### src/sv/isots_pkg.sv
// shared types, character codes and constants for the timestamp to epoch converter
package isots_pkg;

  localparam int unsigned YEAR_W  = 14;
  localparam int unsigned FIELD_W = 7;
  localparam int unsigned FRAC_W  = 10;
  localparam int unsigned FDIG_W  = 2;
  localparam int unsigned QUEUE_DEPTH = 2;

  localparam logic [7:0] CH_ZERO  = 8'h30;
  localparam logic [7:0] CH_NINE  = 8'h39;
  localparam logic [7:0] CH_DASH  = 8'h2D;
  localparam logic [7:0] CH_COLON = 8'h3A;
  localparam logic [7:0] CH_T     = 8'h54;
  localparam logic [7:0] CH_Z     = 8'h5A;
  localparam logic [7:0] CH_DOT   = 8'h2E;
  localparam logic [7:0] CH_PLUS  = 8'h2B;

  localparam logic [63:0] FAIL_HIGH_VALUE = 64'h7FFF_FFFF_FFFF_FFFF;
  localparam logic [FDIG_W-1:0] FRAC_DIGITS_MAX = 2'd3;

  // position in YYYY-MM-DDTHH:MM:SS[.f+](Z|+HH:MM|-HH:MM)
  typedef enum logic [4:0] {
    PH_Y0, PH_Y1, PH_Y2, PH_Y3, PH_DASH1, PH_MO0, PH_MO1, PH_DASH2,
    PH_D0, PH_D1, PH_T, PH_H0, PH_H1, PH_COLON1, PH_MI0, PH_MI1,
    PH_COLON2, PH_S0, PH_S1, PH_SEP, PH_FRAC0, PH_FRAC, PH_ZH0, PH_ZH1,
    PH_ZCOLON, PH_ZM0, PH_ZM1, PH_DONE
  } phase_t;

  typedef enum logic [2:0] {
    BK_IDLE, BK_ERA, BK_YOE, BK_DOE, BK_DAYS, BK_MUL, BK_SUM
  } back_state_t;

  // one parsed timestamp handed from the parser to the converter
  typedef struct packed {
    logic               ok;
    logic               fail_high;
    logic [YEAR_W-1:0]  year;
    logic [FIELD_W-1:0] month;
    logic [FIELD_W-1:0] day;
    logic [FIELD_W-1:0] hour;
    logic [FIELD_W-1:0] minute;
    logic [FIELD_W-1:0] second;
    logic [FRAC_W-1:0]  frac_ms;
    logic [FDIG_W-1:0]  frac_digits;
    logic               zone_neg;
    logic [FIELD_W-1:0] zone_hours;
    logic [FIELD_W-1:0] zone_minutes;
  } stamp_t;

endpackage

### src/sv/isots_parser.sv
// front end: checks the character stream and collects the decimal fields
module isots_parser import isots_pkg::*; (
  input  logic       clk,
  input  logic       rst,
  input  logic       in_valid,
  output logic       in_ready,
  input  logic [7:0] char_code,
  input  logic       last_char,
  input  logic       fail_high,
  output logic       push,
  output stamp_t     stamp,
  input  logic       push_ready
);

  phase_t             phase, phase_next, phase_inc;
  logic [YEAR_W-1:0]  year, year_next;
  logic [FIELD_W-1:0] month, month_next, day, day_next;
  logic [FIELD_W-1:0] hour, hour_next, minute, minute_next, second, second_next;
  logic [FRAC_W-1:0]  frac_ms, frac_ms_next;
  logic [FDIG_W-1:0]  frac_digits, frac_digits_next;
  logic               zone_neg, zone_neg_next;
  logic [FIELD_W-1:0] zone_hours, zone_hours_next, zone_minutes, zone_minutes_next;
  logic               failed, failed_next;
  logic               step_ok, is_digit, zone_hit, accept;
  logic [3:0]         dval;

  function automatic logic [FIELD_W-1:0] acc_field(logic [FIELD_W-1:0] v, logic [3:0] d);
    return FIELD_W'(v * FIELD_W'(10) + FIELD_W'(d));
  endfunction

  assign accept    = in_valid && in_ready;
  assign in_ready  = push_ready;
  assign push      = accept && last_char;
  assign is_digit  = (char_code >= CH_ZERO) && (char_code <= CH_NINE);
  assign dval      = char_code[3:0];
  assign phase_inc = phase_t'(phase + 5'd1);
  assign zone_hit  = (char_code == CH_Z) || (char_code == CH_PLUS) || (char_code == CH_DASH);

  always_comb begin
    phase_next        = phase;
    year_next         = year;
    month_next        = month;
    day_next          = day;
    hour_next         = hour;
    minute_next       = minute;
    second_next       = second;
    frac_ms_next      = frac_ms;
    frac_digits_next  = frac_digits;
    zone_neg_next     = zone_neg;
    zone_hours_next   = zone_hours;
    zone_minutes_next = zone_minutes;
    failed_next       = failed;
    step_ok           = 1'b0;
    if (!failed) begin
      case (phase)
        PH_Y0, PH_Y1, PH_Y2, PH_Y3: begin
          if (is_digit) begin
            year_next  = YEAR_W'(year * YEAR_W'(10) + YEAR_W'(dval));
            phase_next = phase_inc;
            step_ok    = 1'b1;
          end
        end
        PH_DASH1, PH_DASH2: begin
          if (char_code == CH_DASH) begin
            phase_next = phase_inc;
            step_ok    = 1'b1;
          end
        end
        PH_MO0, PH_MO1: begin
          if (is_digit) begin
            month_next = acc_field(month, dval);
            phase_next = phase_inc;
            step_ok    = 1'b1;
          end
        end
        PH_D0, PH_D1: begin
          if (is_digit) begin
            day_next   = acc_field(day, dval);
            phase_next = phase_inc;
            step_ok    = 1'b1;
          end
        end
        PH_T: begin
          if (char_code == CH_T) begin
            phase_next = phase_inc;
            step_ok    = 1'b1;
          end
        end
        PH_H0, PH_H1: begin
          if (is_digit) begin
            hour_next  = acc_field(hour, dval);
            phase_next = phase_inc;
            step_ok    = 1'b1;
          end
        end
        PH_COLON1, PH_COLON2, PH_ZCOLON: begin
          if (char_code == CH_COLON) begin
            phase_next = phase_inc;
            step_ok    = 1'b1;
          end
        end
        PH_MI0, PH_MI1: begin
          if (is_digit) begin
            minute_next = acc_field(minute, dval);
            phase_next  = phase_inc;
            step_ok     = 1'b1;
          end
        end
        PH_S0, PH_S1: begin
          if (is_digit) begin
            second_next = acc_field(second, dval);
            phase_next  = phase_inc;
            step_ok     = 1'b1;
          end
        end
        PH_SEP, PH_FRAC0, PH_FRAC: begin
          if (phase == PH_SEP && char_code == CH_DOT) begin
            phase_next = PH_FRAC0;
            step_ok    = 1'b1;
          end else if (phase != PH_SEP && is_digit) begin
            // digits past the third are checked but dropped
            if (frac_digits != FRAC_DIGITS_MAX) begin
              frac_ms_next     = FRAC_W'(frac_ms * FRAC_W'(10) + FRAC_W'(dval));
              frac_digits_next = frac_digits + 2'd1;
            end
            phase_next = PH_FRAC;
            step_ok    = 1'b1;
          end else if (phase != PH_FRAC0 && zone_hit) begin
            step_ok = 1'b1;
            if (char_code == CH_Z) begin
              phase_next = PH_DONE;
            end else begin
              zone_neg_next = (char_code == CH_DASH);
              phase_next    = PH_ZH0;
            end
          end
        end
        PH_ZH0, PH_ZH1: begin
          if (is_digit) begin
            zone_hours_next = acc_field(zone_hours, dval);
            phase_next      = phase_inc;
            step_ok         = 1'b1;
          end
        end
        PH_ZM0, PH_ZM1: begin
          if (is_digit) begin
            zone_minutes_next = acc_field(zone_minutes, dval);
            phase_next        = phase_inc;
            step_ok           = 1'b1;
          end
        end
        default: begin
          step_ok = 1'b0;
        end
      endcase
      if (!step_ok) begin
        failed_next = 1'b1;
      end
    end
  end

  always_comb begin
    stamp.ok           = !failed_next && (phase_next == PH_DONE);
    stamp.fail_high    = fail_high;
    stamp.year         = year_next;
    stamp.month        = month_next;
    stamp.day          = day_next;
    stamp.hour         = hour_next;
    stamp.minute       = minute_next;
    stamp.second       = second_next;
    stamp.frac_ms      = frac_ms_next;
    stamp.frac_digits  = frac_digits_next;
    stamp.zone_neg     = zone_neg_next;
    stamp.zone_hours   = zone_hours_next;
    stamp.zone_minutes = zone_minutes_next;
  end

  // the last beat of a timestamp hands it over and starts the next one clean
  always_ff @(posedge clk) begin
    if (rst || push) begin
      phase        <= PH_Y0;
      year         <= '0;
      month        <= '0;
      day          <= '0;
      hour         <= '0;
      minute       <= '0;
      second       <= '0;
      frac_ms      <= '0;
      frac_digits  <= '0;
      zone_neg     <= 1'b0;
      zone_hours   <= '0;
      zone_minutes <= '0;
      failed       <= 1'b0;
    end else if (accept) begin
      phase        <= phase_next;
      year         <= year_next;
      month        <= month_next;
      day          <= day_next;
      hour         <= hour_next;
      minute       <= minute_next;
      second       <= second_next;
      frac_ms      <= frac_ms_next;
      frac_digits  <= frac_digits_next;
      zone_neg     <= zone_neg_next;
      zone_hours   <= zone_hours_next;
      zone_minutes <= zone_minutes_next;
      failed       <= failed_next;
    end
  end

endmodule

### src/sv/isots_queue.sv
// short register queue of parsed timestamps between parser and converter
module isots_queue import isots_pkg::*; #(
  parameter int unsigned DEPTH = QUEUE_DEPTH
) (
  input  logic   clk,
  input  logic   rst,
  input  logic   in_valid,
  output logic   in_ready,
  input  stamp_t in_data,
  output logic   out_valid,
  input  logic   out_ready,
  output stamp_t out_data
);

  localparam int unsigned PTR_W = (DEPTH > 1) ? $clog2(DEPTH) : 1;
  localparam int unsigned CNT_W = $clog2(DEPTH + 1);

  stamp_t             slots [DEPTH];
  logic [PTR_W-1:0]   wr_ptr, rd_ptr;
  logic [CNT_W-1:0]   count;
  logic               push, pop;

  assign in_ready  = (count != CNT_W'(DEPTH));
  assign out_valid = (count != '0);
  assign out_data  = slots[rd_ptr];
  assign push      = in_valid && in_ready;
  assign pop       = out_valid && out_ready;

  always_ff @(posedge clk) begin
    if (rst) begin
      wr_ptr <= '0;
      rd_ptr <= '0;
      count  <= '0;
    end else begin
      if (push) begin
        wr_ptr <= (wr_ptr == PTR_W'(DEPTH - 1)) ? '0 : wr_ptr + 1'b1;
      end
      if (pop) begin
        rd_ptr <= (rd_ptr == PTR_W'(DEPTH - 1)) ? '0 : rd_ptr + 1'b1;
      end
      if (push && !pop) begin
        count <= count + 1'b1;
      end else if (pop && !push) begin
        count <= count - 1'b1;
      end
    end
  end

  always_ff @(posedge clk) begin
    if (push) begin
      slots[wr_ptr] <= in_data;
    end
  end

endmodule

### src/sv/isots_convert.sv
// back end: days-from-civil conversion of one parsed timestamp to epoch milliseconds
module isots_convert import isots_pkg::*; (
  input  logic        clk,
  input  logic        rst,
  input  logic        in_valid,
  output logic        in_ready,
  input  stamp_t      stamp,
  output logic        out_valid,
  input  logic        out_ready,
  output logic        out_ok,
  output logic [63:0] out_ms
);

  back_state_t         state, state_next;
  stamp_t              rec;
  logic signed [14:0]  y_s;
  logic [6:0]          madj;
  logic signed [5:0]   era;
  logic [13:0]         x5;
  logic [8:0]          yoe;
  logic [11:0]         a5;
  logic [31:0]         doe;
  logic [18:0]         tsec;
  logic [9:0]          ms_frac;
  logic [12:0]         off;
  logic signed [34:0]  days;
  logic signed [31:0]  tms;
  logic signed [63:0]  prod;
  logic                early, out_load;
  logic [27:0]         era_prod;
  logic [29:0]         a5_prod;
  logic [21:0]         c100_prod;
  logic signed [15:0]  y_w, era_w, yoe_full;
  logic [31:0]         b_days;

  // january and february count as months 13 and 14 of the previous year
  assign early     = (stamp.month <= 7'd2);
  // floor division by 400, 100 and 5 through reciprocal multiplies
  assign era_prod  = 28'(y_s[13:0]) * 28'd10486;
  assign a5_prod   = 30'(x5) * 30'd52429;
  assign c100_prod = 22'(yoe) * 22'd5243;
  assign y_w       = 16'(y_s);
  assign era_w     = 16'(era);
  assign yoe_full  = y_w - era_w * 16'sd400;
  assign b_days    = 32'(yoe) * 32'd365 + 32'(yoe[8:2]) - 32'(c100_prod[21:19]);

  always_comb begin
    state_next = state;
    case (state)
      BK_IDLE: begin
        if (in_valid) begin
          state_next = BK_ERA;
        end
      end
      BK_ERA:  state_next = BK_YOE;
      BK_YOE:  state_next = BK_DOE;
      BK_DOE:  state_next = BK_DAYS;
      BK_DAYS: state_next = BK_MUL;
      BK_MUL:  state_next = BK_SUM;
      BK_SUM: begin
        if (!out_valid || out_ready) begin
          state_next = BK_IDLE;
        end
      end
      default: state_next = BK_IDLE;
    endcase
  end

  always_comb begin
    in_ready = (state == BK_IDLE);
    out_load = (state == BK_SUM) && (!out_valid || out_ready);
  end

  always_ff @(posedge clk) begin
    if (rst) begin
      state <= BK_IDLE;
    end else begin
      state <= state_next;
    end
  end

  always_ff @(posedge clk) begin
    case (state)
      BK_IDLE: begin
        if (in_valid) begin
          rec  <= stamp;
          y_s  <= 15'({1'b0, stamp.year}) - 15'(early);
          madj <= early ? stamp.month + 7'd12 : stamp.month;
        end
      end
      BK_ERA: begin
        era <= y_s[14] ? -6'sd1 : $signed({1'b0, era_prod[26:22]});
        x5  <= 14'(madj - 7'd3) * 14'd153 + 14'd2;
      end
      BK_YOE: begin
        yoe <= yoe_full[8:0];
        a5  <= a5_prod[29:18];
      end
      BK_DOE: begin
        // day of era wraps as a 32-bit unsigned value
        doe  <= b_days + 32'(a5) + 32'(rec.day) - 32'd1;
        tsec <= 19'(rec.hour) * 19'd3600 + 19'(rec.minute) * 19'd60 + 19'(rec.second);
        case (rec.frac_digits)
          2'd1:    ms_frac <= rec.frac_ms * 10'd100;
          2'd2:    ms_frac <= rec.frac_ms * 10'd10;
          default: ms_frac <= rec.frac_ms;
        endcase
        off <= 13'(rec.zone_hours) * 13'd60 + 13'(rec.zone_minutes);
      end
      BK_DAYS: begin
        days <= 35'(era) * 35'sd146097 + $signed({3'b000, doe}) - 35'sd719468;
        if (rec.zone_neg) begin
          tms <= $signed(32'(tsec) * 32'd1000 + 32'(ms_frac) + 32'(off) * 32'd60000);
        end else begin
          tms <= $signed(32'(tsec) * 32'd1000 + 32'(ms_frac) - 32'(off) * 32'd60000);
        end
      end
      BK_MUL: begin
        prod <= 64'(days) * 64'sd86400000;
      end
      default: begin
      end
    endcase
  end

  always_ff @(posedge clk) begin
    if (rst) begin
      out_valid <= 1'b0;
    end else if (out_load) begin
      out_valid <= 1'b1;
    end else if (out_ready) begin
      out_valid <= 1'b0;
    end
  end

  always_ff @(posedge clk) begin
    if (out_load) begin
      out_ok <= rec.ok;
      if (rec.ok) begin
        out_ms <= prod + 64'(tms);
      end else begin
        out_ms <= rec.fail_high ? FAIL_HIGH_VALUE : 64'd0;
      end
    end
  end

endmodule

### src/sv/iso8601_timestamp_to_epoch_ms_core.sv
// the last character beat puts the parsed timestamp in the queue; the converter takes it
// from idle through era, yoe, doe, days, mul and sum states and registers the result beat
// throughput: one character per cycle while the queue has room; the converter takes one
// timestamp at a time; short strings or a stalled result side fill the queue, holding input
// reset: synchronous rst clears the parse position and fields, the queue and the
// result valid; the first character after reset starts a new timestamp
module iso8601_timestamp_to_epoch_ms_core import isots_pkg::*; #(
  parameter int unsigned QUEUE_DEPTH_P = QUEUE_DEPTH
) (
  input  logic        clk,
  input  logic        rst,
  input  logic        s_tvalid,
  output logic        s_tready,
  input  logic [7:0]  s_tdata,   // [7:0] char_code
  input  logic        s_tlast,
  input  logic        s_tuser,   // [0] fail_high
  output logic        m_tvalid,
  input  logic        m_tready,
  output logic [63:0] m_tdata,   // [63:0] epoch_ms
  output logic        m_tuser    // [0] parse_ok
);

  stamp_t front_stamp, back_stamp;
  logic   front_push, front_ready, back_valid, back_ready;

  isots_parser u_parser (
    .clk        (clk),
    .rst        (rst),
    .in_valid   (s_tvalid),
    .in_ready   (s_tready),
    .char_code  (s_tdata),
    .last_char  (s_tlast),
    .fail_high  (s_tuser),
    .push       (front_push),
    .stamp      (front_stamp),
    .push_ready (front_ready)
  );

  isots_queue #(
    .DEPTH (QUEUE_DEPTH_P)
  ) u_queue (
    .clk       (clk),
    .rst       (rst),
    .in_valid  (front_push),
    .in_ready  (front_ready),
    .in_data   (front_stamp),
    .out_valid (back_valid),
    .out_ready (back_ready),
    .out_data  (back_stamp)
  );

  isots_convert u_convert (
    .clk       (clk),
    .rst       (rst),
    .in_valid  (back_valid),
    .in_ready  (back_ready),
    .stamp     (back_stamp),
    .out_valid (m_tvalid),
    .out_ready (m_tready),
    .out_ok    (m_tuser),
    .out_ms    (m_tdata)
  );

endmodule

### config.mk
export PLATFORM = sky130hd
export DESIGN_NAME = iso8601_timestamp_to_epoch_ms_core
export DESIGN_NICKNAME = d
export VERILOG_FILES = /design/src/sv/isots_pkg.sv /design/src/sv/isots_parser.sv /design/src/sv/isots_queue.sv /design/src/sv/isots_convert.sv /design/src/sv/iso8601_timestamp_to_epoch_ms_core.sv
export SDC_FILE = /design/constraint.sdc
export NUM_CORES = 2
export LEC_CHECK = 0
export BUFFER_PORTS_ARGS = -buffer_cell sky130_fd_sc_hd__buf_4
export CORE_ASPECT_RATIO = 1.25
export CORE_MARGIN = 4
export CORE_UTILIZATION = 60
export DETAILED_ROUTE_END_ITERATION = 12
export PLACE_DENSITY = 0.87
export SYNTH_ARGS = -nofsm -noshare
export SYNTH_HDL_FRONTEND = slang
export SYNTH_SLANG_ARGS = --single-unit
### constraint.sdc
create_clock -name clk -period 10.1 [get_ports clk]
set_input_delay 0.505 -clock clk [delete_from_list [all_inputs] [get_ports clk]]
set_output_delay 0.505 -clock clk [all_outputs]
set_load 0.03 [all_outputs]
[Yosys cells after proc, flatten, opt, wreduce, memory -nomap -nowiden]
Memory sizes are Yosys's and may differ from the RTL's. A register that Yosys moved wholly into a read port is not among the register bits.
Cells that the tools add are included.
Storage, ports and cells
  register bits: 470
  memories kept: 1
  word-level logic and storage cells: 273
  input bits: 14
  bits in writable memories: 156
  output and inout port bits: 67
Cells by class
  order comparisons: 3
  equality and inequality tests: 47
  reduce and logical (&&, ||, !) cells: 39
  add/subtract/negate cells: 34
  $mul: 24
  mux-type cells: 80
Memories
  u_queue.slots: words 2, bits a word 78, read ports 1, clocked after memory_dff 1, wr ports 1, RTL line isots_queue.sv:18  | stamp_t slots [DEPTH];
Operators by type and width (number)
  two-way mux 7 bit: 22
  adder 64 x 32 -> 64 bit: 1
  two-way mux 64 bit: 1
  two-way mux 63 bit: 1
  == test 5 bit (second input constant): 12
  multiplier 35 x 18 -> 53 bit (second input constant): 1
  two-way mux 10 bit: 5
  adder 7 x 4 -> 7 bit: 7
  multiplier 7 x 3 -> 6 bit (second input constant): 7
  two-way mux 14 bit: 3
  == test 5 x 4 -> 1 bit (second input constant): 8
  two-way mux 5 bit: 8
  adder 35 x 33 -> 35 bit: 1
  subtractor 35 x 21 -> 35 bit (second input constant): 1
  adder 32 x 12 -> 32 bit: 1
  adder 32 x 29 -> 32 bit: 1
  adder 32 x 7 -> 32 bit: 1
  == test 8 x 6 -> 1 bit (second input constant): 4
  two-way mux 32 bit: 1
  subtractor 32 x 1 -> 32 bit (second input constant): 1
  subtractor 32 x 29 -> 32 bit: 1
  subtractor 32 x 3 -> 32 bit: 1
  adder 29 x 10 -> 30 bit: 1
  multiplier 14 x 16 -> 30 bit (second input constant): 1
  63 further kinds: 136

[Depth between registers and ports, before layout]
  word-level depth: 13
  gate-level depth with buffers: 34

[Cells and area by module]
Synthesis repeated with hierarchy kept, for this count alone.
Second synthesis, totals
  cell total of the unflattened synthesis: 6541
  area total of the unflattened synthesis: 67862.6 um^2
By module, submodules not included
  isots_convert: sequential area each 11190.7 um^2, cells an instance 5354, times used 1, area each 54616.1 um^2
  isots_parser: sequential area each 1641.6 um^2, cells an instance 920, times used 1, area each 7315.8 um^2
  isots_queue: sequential area each 4784.6 um^2, cells an instance 267, times used 1, area each 5930.7 um^2

[Least setup slack after synthesis]
OpenSTA, ideal clock, no wires.
  path type: register -> register
  start point: reg u_convert.yoe[1]
  end point: reg u_convert.doe[20], data pin
  slack: 2211 ps
  arrival: 7616 ps
  buffers on the path: 0
  cell stages (with the launch flop): 33
  data required time: 9827 ps
  setup time: 273 ps
  clock period less this slack: 7889 ps
  cell sequence: edfxtp_1 > fa_1 > fa_1 > ha_1 > inv_1 > fa_1 > inv_1 > ha_1 > nand4_1 > o21bai_1 > a21o_1 > a21o_1 > a21oi_1 > nor2b_1 > o2111ai_1 > a21oi_1 > a2111oi_0 > xor2_1 > fa_1 > inv_1 > fa_1 > inv_1 > ha_1 > a21o_1 > a21oi_1 > nand2b_1 > a21boi_0 > o41ai_1 > o2111ai_1 > a31oi_1 > o41ai_1 > a21oi_1 > xnor2_1
On the way
  word-level cells in the longest chain between the ends: 6
  elaborated cells on any way between the ends: 7
  those cells by class: add/sub (5); mul (2)
RTL lines
  start, declared: RTL line isots_convert.sv:20  | logic [8:0] yoe;
  start signal, assigned: RTL line isots_convert.sv:96  | yoe <= yoe_full[8:0];
  multiplier 9 x 9 -> 18 bit: RTL line isots_convert.sv:45  | assign b_days = 32'(yoe) * 32'd365 + 32'(yoe[8:2]) - 32'(c100_prod[21:19]);
  adder 18 x 7 -> 19 bit: RTL line isots_convert.sv:45
  subtractor 32 x 3 -> 32 bit (*): RTL line isots_convert.sv:45
  adder 32 x 12 -> 32 bit (*): RTL line isots_convert.sv:101  | doe <= b_days + 32'(a5) + 32'(rec.day) - 32'd1;
  adder 32 x 7 -> 32 bit (*): RTL line isots_convert.sv:101
  subtractor 32 x 1 -> 32 bit (*): RTL line isots_convert.sv:101
  end signal, assigned: RTL line isots_convert.sv:101
  end, declared: RTL line isots_convert.sv:22  | logic [31:0] doe;
Every way passes the cells marked *; elsewhere a longest branch is shown, timed or not.
A chain may end at the register's enable or synchronous reset.

[Worst setup path in the final report]
Ends and elaborated chain as after synthesis.

==> results.json <==
{
  "status": "finished clean",
  "gr-usage-all-layers": 0.248,
  "crit_start": "u_convert.yoe[1]",
  "dieArea_um2": 120000,
  "ys_seq_area_frac": 0.260,
  "ios": 81,
  "clkSinkCount": 626,
  "insertion_delay_ns": 0.65,
  "clockBufferDepth": 3,
  "worst_slew_pin_slew_ns": 1.11,
  "syn_area_um2": 68700,
  "cts.clk_slew.worst_paths_ns": 0.06,
  "port-buffer-count": 80,
  "crit_top_cell": "fa_1",
  "grt.overflow.total": 0,
  "core.rowCount": 138,
  "via_count": 48100,
  "crit_type": "reg -> reg",
  "synth_area_leaders": "edfxtp_1 23%, ha_1 21%, fa_1 18%, inv_1 7.1%, xnor2_1 3.8%",
  "worstReg2RegEnd": "u_convert.doe[20]",
  "synthArstFlopShare": 0,
  "cts_tree": "yes",
  "antennaDiodeCount": 0,
  "grt_setup_unrepaired": "false",
  "nNetsFinal": 8603,
  "synth_top_area_share": 0.234,
  "synth.largest_area_cell": "edfxtp_1",
  "preCtsSetupSlack_ns": 1.19,
  "worstRegToRegCells": 32,
  "worstPathArrival_ns": 9.34,
  "critPathSlowestCell": "o41ai_1",
  "die_w_um": 311,
  "route.detailed.drc": 0,
  "syn_to_final_growth_pct": 6.58,
  "setup_violations": 0,
  "gp_congestion": 0.921,
  "cts-resized-gates": 0,
  "hold-worst-slack_ns": 0.0559,
  "setup_tns_ns": 0,
  "grt_pass1_vias": 50900,
  "cts_root_buf": "clkbuf_16",
  "crit_path_end_kind": "flip-flop",
  "drt-initial-drc-count": 3150,
  "wl_mm": 148,
  "synth_warnings": 0,
  "cts_max_level": 3,
  "hpwl_mm": 118,
  "drt-wirelength-per-cell_um": 17.8,
  "coreArea_um2": 113000,
  "slew_viol_final": 0,
  "syn_inst": 6753,
  "slew_headroom": 0.255,
  "fmax_mhz": 111,
  "initial_core_util": 0.605,
  "grt_start_max_net_pins": 88,
  "synth_ff_type": "edfxtp_1",
  "maxCapViolCount": 0,
  "hp-class": "in -> reg",
  "synth_nets": 8547,
  "endpoint": "u_convert.doe[20]",
  "reg2reg_from": "u_convert.yoe[1]",
  "synth-seq-cells": 626,
  "fin_crit_ns": 8.97,
  "cp_data_required_time_ns": 10.46,
  "antenna_found_initial": 0,
  "avgViaCountPerCell": 5.77,
  "die_h_um": 386,
  "syn_area_per_cell_um2": 10.2,
  "postCtsSetupBuffers": 0,
  "max_stage_delay_ns": 0.68,
  "grt_pass1_wl_mm": 246,
  "skew_ns": 0.0279,
  "postRouteAntennaNets": 0,
  "worstSetupStartpointType": "flip-flop",
  "synth_cell_types": 95,
  "worstPathMaxFanout": 8,
  "hold_viol_final": 0,
  "numCtsBuffers": 69,
  "finalCritPeriodShare": 0.888,
  "synth-edff-count": 535,
  "first_pass_iters": 8,
  "holdBufCountCts": 0,
  "fill_cells": 8073,
  "r2r_slack_ns": 1.13,
  "drive_gt1_frac": 0.0549,
  "setup_ws_ns": 1.13
}
per-stage QoR:
stage	utilization	area, µm²	cells
4_1_cts	0.645	73200	8332
2_1_floorplan	-	68700	6753
3_5_place_dp	0.625	70900	8208
5_1_grt	0.645	73200	8332
6_report	0.645	73200	8332
3_3_place_gp	0.625	70900	8208
flip-flops by register name, summed over array words and instances, names as in the netlist, 9 cells and up, named ones only:
name and cells:
u_convert.a5 12, u_convert.days 35, u_convert.doe 32, u_convert.ms_frac 10
u_convert.off 13, u_convert.out_ms 64, u_convert.prod 53, u_convert.rec 57
u_convert.tms 32, u_convert.tsec 19, u_convert.x5 14, u_convert.y_s 15
u_convert.yoe 9, u_parser.frac_ms 10, u_parser.year 14, u_queue.slots 156
critical path, delay by kind of cell, from the launching register on:
kind	cells	cell delay, ns
AO/OA/AOI/OAI	15	3.77
flip-flops	1	0.57
adder cells (fa/ha/maj)	8	3.58
XOR/XNOR	2	0.29
buffers and inverters	4	0.20
AND/OR/NAND/NOR	3	0.29
final cells by class:
type / count / area (µm²) / share of cell area
Tap cell: 1470 / 1840 / 0.0251
Clock inverter: 46 / 528 / 0.00721
Sequential cell: 626 / 17900 / 0.244
Clock buffer: 78 / 1800 / 0.0246
Inverter: 1303 / 4890 / 0.0668
Timing Repair Buffer: 101 / 758 / 0.0104
Multi-Input combinational cell: 4708 / 45500 / 0.621
synth_stat cells (11+ instances only):
master / instances
o211ai_1: 28
ha_1: 1172
o21ai_0: 264
nor2_1: 290
a311oi_1: 16
fa_1: 608
clkbuf_1: 99
a211oi_1: 46
a2111oi_0: 11
and3_1: 32
o21a_1: 42
mux2i_1: 32
nand3_1: 74
o2111ai_1: 11
nor3_1: 112
buf_1: 13
nor3b_1: 27
and2_1: 29
mux2_2: 96
or3_1: 25
nand4_1: 35
a21boi_0: 16
edfxtp_1: 535
nand2_1: 328
nor2b_1: 66
inv_1: 1302
a31oi_1: 37
or2_2: 24
xor2_1: 166
nand3b_1: 14
o21bai_1: 59
o31ai_1: 18
xnor2_1: 300
a21o_1: 141
dfxtp_1: 91
nor4_1: 16
nand2b_1: 44
a21oi_1: 366
cell usage in the layout, fill, tap and decap left out, types with 74 or more instances in the layout:
cell / count
mux2_2: 96
nor3_1: 112
a21oi_1: 366
dfxtp_1: 90
ha_1: 1172
inv_1: 1301
nor2_1: 287
nand3_1: 74
xnor2_1: 300
o21ai_0: 264
a21o_1: 141
xor2_1: 166
nand2_1: 325
buf_4: 101
edfxtp_1: 535
fa_1: 608
cell families (layout without fill, tap and decap cells):
logic type,count (synthesis),after routing,synth area share
muxes,129,129,0.0206
buffers and inverters,1419,1528,0.0780
xor gates and xnor gates,467,467,0.0598
DFF,626,626,0.260
adders and majority gates,1780,1780,0.391
AOI/OAI and AO/OA,1176,1176,0.108
and+or+nand+nor,1156,1156,0.0820
layer usage:
metal | routed length [µm] | up-vias | GRT usage
li1 | - | 23000 | -
met1 | 57000 | 23300 | 0.282
met2 | 78200 | 1372 | 0.472
met3 | 6690 | 401 | 0.0300
met4 | 6170 | 0 | 0.104
met5 | 0 | - | 0
worst min-delay path by stage:
stage | slack [ns] | depth (start not counted) | start | endpoint
2_1_floorplan | 0.40 | 0 | u_convert.rec[0] | u_convert.off[0]
3_3_place_gp | 0.40 | 0 | u_convert.ms_frac[2] | u_convert.tms[2]
3_5_place_dp | 0.41 | 0 | u_convert.rec[28] | u_convert.tsec[1]
4_1_cts | 0.03 | 1 | s_tuser | u_queue.slots[1][76]
5_1_grt | 0.04 | 1 | s_tuser | u_queue.slots[1][76]
6_report | 0.06 | 1 | s_tuser | u_queue.slots[1][76]
Power is left out: the tool's default activity adds up to more than one toggle a clock period on the data nets, which glitch-free logic cannot reach.
